## config.mk

```make
export PLATFORM = sky130hd
export DESIGN_NAME = salc_front
export DESIGN_NICKNAME = d
export VERILOG_FILES = /design/src/rtl/salc_pkg.sv /design/src/rtl/salc_front.sv
export SDC_FILE = /design/constraint.sdc
export NUM_CORES = 1
export LEC_CHECK = 0
export ABC_AREA = 1
export BUFFER_PORTS_ARGS = -buffer_cell sky130_fd_sc_hd__clkbuf_2
export CAP_MARGIN = 10
export CORE_ASPECT_RATIO = 0.6
export CORE_MARGIN = 5
export CORE_UTILIZATION = 30
export DETAILED_ROUTE_END_ITERATION = 10
export PLACE_DENSITY_LB_ADDON = 0.05
export SKIP_CTS_REPAIR_TIMING = 1
export SLEW_MARGIN = 10
export SYNTH_ARGS = -nofsm -noshare
export SYNTH_HDL_FRONTEND = slang
export SYNTH_SLANG_ARGS = --single-unit
export TNS_END_PERCENT = 30
```

## constraint.sdc

```tcl
create_clock -name clk_i -period 5.45 [get_ports clk_i]
set_input_delay 0.545 -clock clk_i [delete_from_list [all_inputs] [get_ports clk_i]]
set_output_delay 0.545 -clock clk_i [all_outputs]
set_load 0.03 [all_outputs]
```

## src/rtl/salc_pkg.sv

```systemverilog
package salc_pkg;

  localparam int unsigned SetBits  = 9;
  localparam int unsigned Ways     = 4;
  localparam int unsigned AddrBits = 32;
  localparam int unsigned Sets     = 1 << SetBits;
  localparam int unsigned WayW     = $clog2(Ways);
  localparam int unsigned TagW     = AddrBits - 2;
  localparam int unsigned QDepth   = 2;

  typedef enum logic [1:0] {
    ACT_ILOAD  = 2'd0,
    ACT_DLOAD  = 2'd1,
    ACT_STORE  = 2'd2,
    ACT_NONE   = 2'd3
  } action_e;

  typedef enum logic [2:0] {
    CFG_WRITE_BACK = 3'd0,
    CFG_WRITE_ALLOC = 3'd1,
    CFG_WAYS       = 3'd2,
    CFG_OFFSET     = 3'd3,
    CFG_INDEX      = 3'd4
  } cfg_idx_e;

  typedef enum logic [1:0] {
    ST_CLEAR,
    ST_IDLE,
    ST_LOOKUP,
    ST_UPDATE
  } state_e;

  typedef struct packed {
    logic [SetBits-1:0] set;
    logic [TagW-1:0]    tag;
    action_e            action;
  } req_t;

  typedef struct packed {
    logic            hit;
    logic [WayW-1:0] way;
    logic            fill;
    logic            evict;
    logic            victim_writeback;
    logic            memory_write;
  } res_t;

  typedef struct packed {
    logic            write_back;
    logic            write_allocate;
    logic [WayW:0]   ways;
    logic [2:0]      offset_bits;
    logic [3:0]      index_bits;
  } cfg_t;

endpackage

```

## src/rtl/salc_front.sv

```systemverilog
module salc_front (
  input  logic              clk_i,
  input  logic              rst_ni,
  input  logic              valid_i,
  output logic              ready_o,
  input  logic [31:0]       address_i,
  input  logic [1:0]        action_i,
  input  salc_pkg::cfg_t    cfg_i,
  output logic              q_valid_o,
  input  logic              q_ready_i,
  output salc_pkg::req_t    q_req_o
);

  salc_pkg::req_t q_mem [salc_pkg::QDepth];
  logic wptr_q, wptr_d, rptr_q, rptr_d;
  logic [1:0] cnt_q, cnt_d;
  salc_pkg::req_t req;
  logic [2:0] ob;
  logic [3:0] ib;
  logic [31:0] sh, setm;
  logic push, pop;

  always_comb begin
    ob = (cfg_i.offset_bits < 3'd2) ? 3'd2 : cfg_i.offset_bits;
    ib = (cfg_i.index_bits > 4'(salc_pkg::SetBits)) ? 4'(salc_pkg::SetBits)
                                                   : cfg_i.index_bits;
    sh = address_i >> ob;
    setm = sh & ((32'd1 << ib) - 32'd1);
    req.set = setm[salc_pkg::SetBits-1:0];
    req.tag = salc_pkg::TagW'(sh >> ib);
    req.action = salc_pkg::action_e'(action_i);
  end

  assign ready_o   = (cnt_q != 2'(salc_pkg::QDepth));
  assign push      = valid_i && ready_o;
  assign q_valid_o = (cnt_q != 2'd0);
  assign pop       = q_valid_o && q_ready_i;
  assign q_req_o   = q_mem[rptr_q];
  assign wptr_d    = push ? ~wptr_q : wptr_q;
  assign rptr_d    = pop ? ~rptr_q : rptr_q;
  assign cnt_d     = cnt_q + 2'(push) - 2'(pop);

  always_ff @(posedge clk_i) begin
    if (push) begin
      q_mem[wptr_q] <= req;
    end
  end

  always_ff @(posedge clk_i or negedge rst_ni) begin
    if (!rst_ni) begin
      wptr_q <= 1'b0;
      rptr_q <= 1'b0;
      cnt_q  <= 2'd0;
    end else begin
      wptr_q <= wptr_d;
      rptr_q <= rptr_d;
      cnt_q  <= cnt_d;
    end
  end

endmodule

```

* After elaboration in Yosys (flattened, before gate mapping)
Memories as Yosys holds them, arrays and structs flattened.
Cells that the tools add are included.
** Word-level totals
- Bits in registers :: 4
- Memory bits (writable) :: 82
- Bits of input ports :: 50
- Output and inout bits :: 43
- Logic and storage cells :: 23
- Memories :: 1
** Memory list
- q_mem :: depth 2, width 41, read ports 1, clocked after memory_dff 0, write ports 1, RTL line salc_front.sv:14 : salc_pkg::req_t q_mem [salc_pkg::QDepth];
** Operators by class
- Add/subtract/negate cells :: 3
- Magnitude comparators :: 2
- Equality and inequality tests :: 1
- Shifts and indexed selects :: 3
- Multiplexer cells :: 4
- Bitwise gates (word level) :: 3
- Reductions and logical operators :: 3
** Operators by type and width (count)
- $shr A32 B3 Y32 :: 1
- $shr A32 B4 Y30 :: 1
- $and A9 B9 Y9 :: 1
- $shl A1 B4 Y9 const A :: 1
- $sub A9 B1 Y9 const B :: 1
- $gt A4 B4 Y1 const B :: 1
- $mux W4 :: 1
- $lt A3 B2 Y1 const B :: 1
- $mux W3 :: 1
- $add A2 B1 Y2 :: 1
- $logic_and A1 B1 Y1 :: 2
- $mux W1 :: 2
- $ne A2 B2 Y1 const B :: 1
- $not A1 Y1 :: 2
- $reduce_bool A2 Y1 :: 1
- $sub A2 B1 Y2 :: 1

* Longest topological paths before layout
Gate-level depths: netlist (run 1).
- Depth in word-level cells :: 5
- Gate-level depth with buffers :: 13
- Depth with buffers taken out :: 12

* Least setup slack after synthesis (run 1)
OpenSTA, ideal clock, no wires.
- Path kind :: register to register
- Start :: register cnt_q[1]
- End :: memory q_mem[1][0] in the netlist's numbering (enable)
- Library setup time :: 0.441 ns
- Data arrival time :: 2.564 ns
- Data required time :: 5.009 ns
- Setup slack :: 2.445 ns
- Stages on the path, launching flop included :: 4
- Path buffers :: 0
- Clock period less this slack :: 3.005 ns
- Path through :: dfrtp_1 > nand2_1 > nand2_1 > nor2_1
** Between the ends
- Cells in the longest elaborated chain, start to end :: 4
** RTL lines
- from (decl) :: RTL line salc_front.sv:16 : logic [1:0] cnt_q, cnt_d;
- from (signal assigned) :: RTL line salc_front.sv:57 : cnt_q <= cnt_d;
- $ne A2 B2 Y1 :: RTL line salc_front.sv:34 : assign ready_o = (cnt_q != 2'(salc_pkg::QDepth));
- named net ready_o :: RTL line salc_front.sv:5 : output logic ready_o,
- $logic_and A1 B1 Y1 :: RTL line salc_front.sv:35 : assign push = valid_i && ready_o;
- $mux W1 :: RTL line salc_front.sv:44 : if (push) begin
- $mux W1 (not written as such) :: RTL line salc_front.sv:45 : q_mem[wptr_q] <= req;
- to (decl) :: RTL line salc_front.sv:14
The timed path passes the listed nets, and every way through them passes these cells.

==> results of run 1 <==
-- how the worst min path moves through the flow --
stage,cells past startpoint,to,slack (ns),from
2_1_floorplan,0,cnt_q[0],0.25,rst_ni
5_1_grt,1,q_mem[1][1],0.38,action_i[1]
4_1_cts,1,cnt_q[1],-0.01,rst_ni
3_3_place_gp,1,wptr_q,0.36,rst_ni
6_report,1,q_mem[1][0],0.39,action_i[0]
3_5_place_dp,1,wptr_q,0.36,rst_ni
-- kinds of logic (layout without fill, tap and decap cells) --
| family | count (synthesis) | in the layout | synth area share, % |
|---|---|---|---|
| DFF | 86 | 86 | 44.8 |
| AOI/OAI and AO/OA | 17 | 17 | 1.88 |
| xor gates and xnor gates | 4 | 4 | 0.613 |
| adders and majority gates | 3 | 3 | 0.657 |
| and+or+nand+nor | 570 | 570 | 44.3 |
| buffers and inverters | 97 | 164 | 7.71 |
-- power groups by stage --
stage / clock, uW / combinational, uW / sequential (uW)
final: 613 / 1290 / 974
after global routing: 659 / 1430 / 988
after CTS: 628 / 1320 / 976
after detailed placement: 0 / 1310 / 989
after global placement: 0 / 1310 / 986
after floorplan: 0 / 910 / 986
-- state kept, by name (all words and copies together) (netlist names) --
signal / flops
cnt_q: 2
q_mem: 82
rptr_q: 1
wptr_q: 1
-- cells in the mapped netlist (2+ instances only) --
cell / n
buf_2: 20
nor2_1: 19
inv_2: 7
nand4_1: 7
xnor2_1: 3
nand2_1: 268
inv_1: 43
nand3_1: 263
o21ai_1: 4
clkinv_1: 2
a21oi_1: 4
buf_4: 4
nor2_2: 2
edfxtp_1: 82
dfrtp_1: 4
nand2_2: 6
clkbuf_1: 16
ha_1: 3
o21ai_0: 4
nand3_2: 2
buf_6: 3
-- layer usage --
layer / vias up / global-route usage, %
met5: - / 0
met4: 0 / 3.13
met3: 19 / 3.08
met2: 192 / 24.7
met1: 2563 / 25.3
li1: 2760 / -
-- stage by stage --
| step | util, % | total power (uW) | instance area (sq um) | instances | hold WS, ns |
|---|---|---|---|---|---|
| finish | 34.9 | 2870 | 6600 | 1090 | 0.393 |
| global route | 34.9 | 3080 | 6600 | 1090 | 0.376 |
| CTS | 34.9 | 2920 | 6590 | 1089 | -0.0138 |
| detailed placement | 33.3 | 2300 | 6290 | 1073 | 0.360 |
| global placement | 33.3 | 2290 | 6290 | 1073 | 0.358 |
| floorplan | - | 1900 | 5710 | 777 | 0.249 |
-- worst max-delay path, stage by stage --
cell,delay [ns]
clkbuf_2,0.53
inv_2,0.16
a21oi_2,0.21
nor2_1,0.09
inv_2,0.41
nand2_1,0.21
inv_1,0.14
nand2_1,0.08
ha_1,0.24
nand2_1,0.11
o22ai_1,0.08
o311ai_1,0.08
inv_1,0.09
-- area by class of cell --
| cell class | count | area [sq um] |
|---|---|---|
| Clock buffer | 9 | 225 |
| Tap cell | 246 | 308 |
| Multi-Input combinational cell | 594 | 2730 |
| Fill cell | 2042 | 12300 |
| Sequential cell | 86 | 2560 |
| Clock inverter | 7 | 73.8 |
| Timing Repair Buffer | 95 | 503 |
| Inverter | 53 | 201 |
==> metrics.md, run 1 <==
| Metric | Value |
|---|---|
| DR iter-0 viols | 591 |
| Initial antenna violation count | 0 |
| CTS buffer count | 9 |
| Max-Cap Viols | 0 |
| Status | completed |
| Commonest non-fill, non-tap cell in the layout | nand2_1 |
| CP Capture Type | register |
| Die width | between 150 and 200 microns |
| Power Density | roughly 440 nW/um^2 |
| RR Endpoint | q_mem[1][17] |
| CTS tree | built |
| Diodes inserted | 0 |
| Clock share of power | roughly a fifth |
| Share of cells above drive strength 1 | 15.9% |
| Final setup margin | 2.55 ns |
| Reg-to-reg slack, setup | 3.51 ns |
| Syn nets | 830 |
| Core area | 18900 sq um |
| Maximum fanout along the worst path | 28 |
| Post-synth top flop | edfxtp_1 |
| Largest net degree at the start of global routing | 43 |
| IO Port Bufs | 85 |
| Io pins | 93 |
| Relative slew slack | 35.1% |
| Ys async rst share | around 4.7% |
| Avg Synthesized Cell Area | between 7 and 8 sq um |
| CP Data Arrival Time | 2.99 ns |
| WL met1 | 9.12 mm |
| RSZ-0062 raised after global routing | no |
| Clk root buf | clkbuf_16 |
| Mapped Area | 5710 sq um |
| Routability cong. | 0.833 |
| Via density | 5.08 |
| Via count | around 5500 |
| Drt total wl | 18.2 mm |
| Die footprint | 22000 sq um |
| Cell taking the most area after synthesis | edfxtp_1 |
| Worst Path Class, Setup | in2reg |
| Setup crit start kind | input pin |
| Synth Instances | roughly 780 |
| Post-Place Worst Slack | 2.27 ns |
| First-pass GRT wire length | 28.9 mm |
| Pint | 1580 uW |
| Area fraction of the dominant cell type after synthesis | 43.1% |
| Hold WC Path Type | in2reg |
| Area grow syn2layout | 15.5% |
| Leak pwr | about 0.003 uW |
| Yosys warning count | 0 |
| H-tree levels | 3 |
| Final Max Tran Viols | 0 |
| Sequential share of the synthesized area | between 40 and 50% |
| Library cells used by synthesis | 32 |
| Number of global-route vias before repair | 5146 |
| Post-route clock skew | 0.0154 ns |
| Routed length on met2 | 7.67 mm |
| Number of flops mapped to enable cells by yosys | 82 |
| Seq pwr share | 33.9% |
| Residual DRC | 0 |
| Drt pass-1 iters | 5 |
| Gr ovfl total | 0 |
| Sw Ratio | 45.1% |
| Fin crit period | 2.90 ns |
| Top post-synthesis cells by area | edfxtp_1 43%, nand3_1 23%, nand2_1 18%, inv_1 2.8%, buf_2 1.8% |
| Worst slew pin tran | ~0.97 ns |
| Total Routing Usage GR | 16.6% |
| Initial core utilization | 30.3% |
| Antenna Violating Nets Remaining | 0 |
| Fraction of the cycle the final worst path needs | between 50% and 60% |
| Synth Register Bits | 86 |
| Final net count | ~890 |
| Fin. Hold Viols | 0 |
| CTS sink cnt | 86 |
| Die height | 117 microns |
| Longest Clk Path Bufs | 2 |
| FP Rows | 39 |
| Critical Path Source | cfg_i[3] |
| Worst-Skew Late Latency | 0.34 ns |
| # setup viols final | 0 |
| Top layer in use | met4 |
| Worst r2r src | cnt_q[1] |
| Peak supply drop | between 0.15 and 0.2 mV |
| Met3 WL | 1.15 mm |
| Peak Freq | ~340 MHz |
| WL/cell | roughly 17 microns |
| Most frequent cells in the layout | 268 x nand2_1, 263 x nand3_1, 85 x clkbuf_2 |
| Final TNS setup | 0 ns |
| Clock Pin Slew Worst Setup and Hold Paths | ~0.070 ns |
| Logic pwr share | 44.8% |
| Critical Path RT | 5.54 ns |
| R2R cell count | 4 |
| Post-DP HPWL | 13.3 mm |
| Sw Pwr | 1300 uW |
| Crit path to | q_mem[1][38] |
Power figures use the tool's default switching activity.
==> run 2, diff against run 1 <==
Clock period 5.45 ns to 2.56 ns, I/O delays scaled along.
==> metrics.md, run 2 (synthesized netlist as in run 1, its figures left out) <==
| Metric | Value |
|---|---|
| Critical Path RT | 2.30 ns (was 5.54 ns) |
| Die height | 117 microns (unchanged) |
| Clock share of power | 23.9% (was 21.3%) |
| Maximum fanout along the worst path | 24 (was 28) |
| Drt total wl | 18.0 mm (was 18.2 mm) |
| IO Port Bufs | 85 (unchanged) |
| Top Registers | q_mem: 82 flops, cnt_q: 2 flops (unchanged) |
| Commonest non-fill, non-tap cell in the layout | nand2_1 (unchanged) |
| Max reg flops | 82 (unchanged) |
| Worst-Skew Late Latency | 0.33 ns (was 0.34 ns) |
| Share of cells above drive strength 1 | 17.3% (was 15.9%) |
| Pint | 3690 uW (was 1580 uW) |
| CP Cell Sequence | clkinvlp_4 > buf_4 > nand2_1 > nand2_1 > clkbuf_2 (was clkbuf_2 > inv_2 > a21oi_2 > nor2_1 > inv_2 > nand2_1 > inv_1 > nand2_1 > ha_1 > nand2_1 > o22ai_1 > o311ai_1 > inv_1) |
| Total Routing Usage GR | 16.2% (was 16.6%) |
| Post-Place Worst Slack | 0.371 ns (was 2.27 ns) |
| Gr ovfl total | 0 (unchanged) |
| Filler cells | 2055 (was 2042) |
| Peak Freq | 487 MHz |
| Sw Ratio | 42.5% (was 45.1%) |
| Max-Cap Viols | 0 (unchanged) |
| Clk root buf | clkbuf_16 (unchanged) |
| CTS buffer count | 9 (unchanged) |
| CTS sink cnt | 86 (unchanged) |
| Core area | 18900 sq um (unchanged) |
| CP Data Arrival Time | 1.80 ns (was 2.99 ns) |
| Post-route clock skew | 0.00576 ns (was 0.0154 ns) |
| Drt pass-1 iters | 6 (was 5) |
| Final net count | 905 (was 892) |
| CP Capture Type | output pin (was register) |
| Final Max Tran Viols | 0 (unchanged) |
| Leak pwr | 0.00317 uW (was 0.00307 uW) |
| Seq pwr share | 32.5% (was 33.9%) |
| DR iter-0 viols | 503 (was 591) |
| # setup viols final | 0 (unchanged) |
| Die width | 188 microns (unchanged) |
| Status | completed (unchanged) |
| Area grow syn2layout | 19.1% (was 15.5%) |
| Via count | 5587 (was 5534) |
| Io pins | 93 (unchanged) |
| Relative slew slack | 59.5% (was 35.1%) |
| Register bank with the most flops | q_mem (unchanged) |
| Most used cell, CP | nand2_1 (unchanged) |
| Number of global-route vias before repair | 5167 (was 5146) |
| Fin. Hold Viols | 0 (unchanged) |
| Initial antenna violation count | 0 (unchanged) |
| Antenna Violating Nets Remaining | 0 (unchanged) |
| Worst Path Class, Setup | reg2out (was in2reg) |
| Final setup margin | 0.507 ns (was 2.55 ns) |
| Most frequent cells in the layout | 268 x nand2_1, 263 x nand3_1, 85 x clkbuf_2 (unchanged) |
| Final TNS setup | 0 ns (unchanged) |
| Clock Pin Slew Worst Setup and Hold Paths | 0.07 ns (about the same) |
| Longest Clk Path Bufs | 2 (unchanged) |
| Post-DP HPWL | 13.5 mm (was 13.3 mm) |
| Sw Pwr | 2720 uW (was 1300 uW) |
| WL/cell | 16.3 microns (was 16.7 microns) |
| Diodes inserted | 0 (unchanged) |
| Initial core utilization | 30.3% (unchanged) |
| Largest net degree at the start of global routing | 42 (was 43) |
| FP Rows | 39 (unchanged) |
| Setup crit start kind | register (was input pin) |
| Worst slew pin tran | 0.605 ns (was 0.970 ns) |
| CTS tree | built (unchanged) |
| RSZ-0062 raised after global routing | no (unchanged) |
| Power Density | 942 nW/um^2 (was 435 nW/um^2) |
| Residual DRC | 0 (unchanged) |
| Fin crit period | 2.05 ns |
| Die footprint | 22000 sq um (unchanged) |
| Routability cong. | 0.836 (was 0.833) |
| Hold WC Path Type | in2reg (unchanged) |
| Slowest cell on the critical path | clkinvlp_4 (was clkbuf_2) |
| Crit-path max cell delay | 0.40 ns (was 0.53 ns) |
| First-pass GRT wire length | 28.3 mm (was 28.9 mm) |
| Fraction of the cycle the final worst path needs | 80.2% |
| Peak supply drop | 0.432 mV (was 0.180 mV) |
| Via density | 5.07 (was 5.08) |
| H-tree levels | 3 (unchanged) |
| Logic pwr share | 43.6% (was 44.8%) |
-- run 2: critical path, delay by kind of cell (launching register included) --
| family | cells | cell delay [ns] |
|---|---|---|
| flops | 1 | 0.39 |
| buf+inv | 3 | 0.93 |
| simple gates | 2 | 0.13 |
-- run 2: power groups by stage --
stage | clock network, uW | registers, uW | logic, uW
6_report | 1530 | 2080 | 2790
5_1_grt | 1630 | 2110 | 3100
4_1_cts | 1560 | 2080 | 2860
3_3_place_gp | 0 | 2100 | 2840
3_5_place_dp | 0 | 2110 | 2850
2_1_floorplan | 0 | 2090 | 1940
-- run 2: metrics by stage --
stage / instances / hold slack, ns / util, % / area (sq um) / power [uW]
after global routing: 1103 / 0.110 / 36.0 / 6810 / 6840
after global placement: 1086 / 0.0691 / 34.1 / 6440 / 4940
after CTS: 1102 / -0.291 / 36.0 / 6790 / 6500
final: 1103 / 0.123 / 36.0 / 6810 / 6410
after detailed placement: 1086 / 0.0723 / 34.1 / 6440 / 4960
after floorplan: 777 / -0.0396 / - / 5720 / 4030
-- run 2: path summary, 6_finish.rpt --
check | start | end | slack [ns] | cells past startpoint
max | rptr_q | q_req_o[29] | 0.51 | 5
min | action_i[1] | q_mem[0][1] | 0.12 | 1
max reg2reg | cnt_q[1] | q_mem[1][13] | 0.76 | 4
min reg2reg | cnt_q[0] | cnt_q[0] | 0.55 | 1
max in group asynchronous | rst_ni | wptr_q | 2.14 | 2
min in group asynchronous | rst_ni | cnt_q[0] | 0.29 | 2
-- run 2: final cells by class --
| cell class | count | area, sq um | area share, % |
|---|---|---|---|
| inverters | 53 | 205 | 3.02 |
| well taps | 246 | 308 | 4.52 |
| flip-flops and latches | 86 | 2560 | 37.7 |
| clock buffers | 9 | 225 | 3.31 |
| clock inverters | 7 | 128 | 1.88 |
| multi-input cells | 594 | 2730 | 40.1 |
| repair buffers | 108 | 651 | 9.56 |
-- run 2: routing by layer --
layer,share of wire (%),GRT usage (%)
met1,52,24.7
met2,43,24.7
met3,5.4,2.90
met4,0.34,1.61
met5,0,0
==> run 3, diff against run 2 <==
Settings changed: ABC_AREA 1 to 0.
Clock period 2.56 ns to 2 ns, I/O delays scaled along.
==> metrics.md, run 3 <==
| Metric | Value |
|---|---|
| RSZ-0062 raised after global routing | yes (was no) |
| Leak pwr | 0.00394 uW (was 0.00317 uW) |
| Number of flops mapped to enable cells by yosys | 82 (unchanged) |
| H-tree levels | 3 (unchanged) |
| Die footprint | 25000 sq um (was 22000 sq um) |
| Post-route design area | 9520 sq um (was 6810 sq um) |
| CP Cell Sequence | buf_12 > buf_8 > mux2_4 > mux2_4 > a222oi_1 > buf_4 > nor2_1 > or4b_4 (was clkinvlp_4 > buf_4 > nand2_1 > nand2_1 > clkbuf_2) |
| Commonest non-fill, non-tap cell in the layout | buf_4 (was nand2_1) |
| Max reg flops | 82 (unchanged) |
| Diodes inserted | 0 (unchanged) |
| Final net count | 947 (was 905) |
| Worst Path Class, Setup | in2reg (was reg2out) |
| Via density | 5.43 (was 5.07) |
| Largest net degree at the start of global routing | 42 (unchanged) |
| Area fraction of the dominant cell type after synthesis | 37.6% (was 43.1%) |
| Area grow syn2layout | 45.3% (was 19.1%) |
| Clock Pin Slew Worst Setup and Hold Paths | 0.06 ns (was 0.07 ns) |
| Most frequent cells in the layout | 197 x buf_4, 82 x clkbuf_2, 82 x edfxtp_1 (was 268 x nand2_1, 263 x nand3_1, 85 x clkbuf_2) |
| Top post-synthesis cells by area | edfxtp_1 38%, mux2_2 11%, mux2i_1 7.8%, mux4_2 4.8%, nor2_1 3.4% (was edfxtp_1 43%, nand3_1 23%, nand2_1 18%, inv_1 2.8%, buf_2 1.8%) |
| Power Density | 873 nW/um^2 (was 942 nW/um^2) |
| Cell taking the most area after synthesis | edfxtp_1 (unchanged) |
| Fin. Hold Viols | 0 (unchanged) |
| Routability cong. | 0.891 (was 0.836) |
| Syn nets | 680 (was 830) |
| Worst slew pin tran | 0.580 ns (was 0.605 ns) |
| Dpl cell area | 8750 sq um (was 6440 sq um) |
| WL/cell | 20.4 microns (was 16.3 microns) |
| Peak Freq | 501 MHz |
| Io pins | 93 (unchanged) |
| CP Capture Type | register (was output pin) |
| Multi-input logic area | 4010 sq um (was 2730 sq um) |
| Synth Register Bits | 86 (unchanged) |
| Cell with the most instances after synthesis | edfxtp_1 (was nand2_1) |
| Mapped Area | 6550 sq um (was 5710 sq um) |
| Status | completed (unchanged) |
| Family with the most delay on the worst path | multiplexers (was buffers and inverters) |
| Critical Path RT | 2.08 ns (was 2.30 ns) |
| Final Max Tran Viols | 0 (unchanged) |
| Initial core utilization | 30.8% (was 30.3%) |
| Yosys warning count | 0 (unchanged) |
| Post-route clock skew | 0.00575 ns (was 0.00576 ns) |
| Residual DRC | 0 (unchanged) |
| CP Data Arrival Time | 2.08 ns (was 1.80 ns) |
| Filler cells | 2069 (was 2055) |
| Worst-Skew Late Latency | 0.34 ns (was 0.33 ns) |
| FP Rows | 41 (was 39) |
| Relative slew slack | 61.2% (was 59.5%) |
| CP bufs+invs | 3 (unchanged) |
| Via count | 6399 (was 5587) |
| Fin crit period | approximately 2.0 ns |
| Slowest cell on the critical path | or4b_4 (was clkinvlp_4) |
| Most used cell, CP | mux2_4 (was nand2_1) |
| Total Routing Usage GR | 18.6% (was 16.2%) |
| Clk root buf | clkbuf_16 (unchanged) |
| Drt total wl | 24.1 mm (was 18.0 mm) |
| Drt pass-1 iters | 5 (was 6) |
| Antenna Violating Nets Remaining | 0 (unchanged) |
| Post-DP HPWL | 19.0 mm (was 13.5 mm) |
| Peak supply drop | 0.570 mV (was 0.432 mV) |
| Maximum fanout along the worst path | 8 (was 24) |
| Synth Instances | 627 (was 777) |
| Number of global-route vias before repair | 6294 (was 5167) |
| Crit-path max cell delay | 0.48 ns (was 0.40 ns) |
| Share of cells above drive strength 1 | 51.3% (was 17.3%) |
| CTS tree | built (unchanged) |
| Sequential share of the synthesized area | 39.1% (was 44.8%) |
| Die height | 124 microns (was 117 microns) |
| Library cells used by synthesis | 69 (was 32) |
| Gr ovfl total | 0 (unchanged) |
| Fraction of the cycle the final worst path needs | 99.9% |
| Placed Cells | 1151 (was 1086) |
| Setup crit start kind | input pin (was register) |
| DR iter-0 viols | 493 (was 503) |
| Core area | 21200 sq um (was 18900 sq um) |
| Longest Clk Path Bufs | 2 (unchanged) |
| Post-synth top cells | 82 x edfxtp_1, 63 x mux2_2, 59 x nor2_1 (was 268 x nand2_1, 263 x nand3_1, 82 x edfxtp_1) |
| CTS sink cnt | 86 (unchanged) |
| Post-synth top flop | edfxtp_1 (unchanged) |
| Storage element area | 2560 sq um (about the same) |
| Avg Synthesized Cell Area | 10.4 sq um (was 7.35 sq um) |
| Initial antenna violation count | 0 (unchanged) |
| Max-Cap Viols | 0 (unchanged) |
| Hold WC Path Type | in2reg (unchanged) |
| Register bank with the most flops | q_mem (unchanged) |
| Ys async rst share | 4.65% (unchanged) |
| CTS buffer count | 9 (unchanged) |
| First-pass GRT wire length | 37.2 mm (was 28.3 mm) |
| IO Port Bufs | 85 (unchanged) |
| Finished Layout Cells | 1178 (was 1103) |
| Top Registers | q_mem: 82 flops, cnt_q: 2 flops (unchanged) |
| # setup viols final | 0 (unchanged) |
| Die width | 201 microns (was 188 microns) |
[run 3: cell count changes in the layout (fill, tap and decap cells not counted), sizes merged, moves of 15 or more]
cell,change
mux2,+65
inv,-47
mux2i,+52
o211ai,+15
buf,+201
mux4,+15
nand2,-223
nand3,-246
nor2,+38
a211oi,+16
[run 3: metal layers]
metal	up-vias	global-route usage (%)	wire length (microns)
met4	0	2.18	127
met1	3207	28.2	12200
met3	9	4.37	1260
met2	173	27.8	10500
li1	3010	-	-
met5	-	0	0
[run 3: cells by family after synthesis]
| logic type | Yosys count | share of synthesized area (%) |
|---|---|---|
| xor+xnor | 5 | 0.669 |
| flops | 86 | 39.1 |
| fa+ha+maj | 3 | 0.573 |
| buf+inv | 61 | 4.34 |
| compound gates | 156 | 17.8 |
| simple gates | 184 | 13.0 |
| mux | 132 | 24.5 |
[run 3: worst paths after layout]
check / from / slack [ns] / to / cells after the start
worst max-delay path: cfg_i[4] / 0.003 / q_mem[1][11] / 8
max in group asynchronous: rst_ni / 1.66 / rptr_q / 2
worst min register to register: cnt_q[1] / 0.49 / cnt_q[1] / 1
worst max register to register: cnt_q[1] / 0.20 / cnt_q[1] / 7
min in group asynchronous: rst_ni / 0.20 / cnt_q[1] / 2
worst min-delay path: action_i[0] / 0.05 / q_mem[1][0] / 1
[run 3: power by group]
| part | switching [uW] | internal, uW |
|---|---|---|
| combinational | 2450 | 1710 |
| sequential | 141 | 2540 |
| clock | 640 | 828 |
[run 3: through the flow]
step	worst slack (ns)	hold WS, ns	total power (uW)	util, %	TNS, ns
finish	0.00252	0.0538	8310	44.8	0
global route	-0.0301	0.0342	8780	44.8	-0.159
CTS	-0.216	-0.352	8240	42.4	-6.50
detailed placement	-0.579	0.0136	6740	41.2	-29.05
global placement	-0.628	0.0110	6710	41.2	-29.27
floorplan	-0.287	-0.0956	5180	-	-11.18
[run 3: final cells by class]
| class | instances | share of cell area (%) |
|---|---|---|
| Multi-Input combinational cell | 480 | 42.1 |
| Sequential cell | 86 | 26.9 |
| Timing Repair Buffer | 308 | 24.2 |
| Tap cell | 279 | 3.67 |
| Clock buffer | 11 | 2.45 |
| Inverter | 9 | 0.355 |
| Clock inverter | 5 | 0.276 |
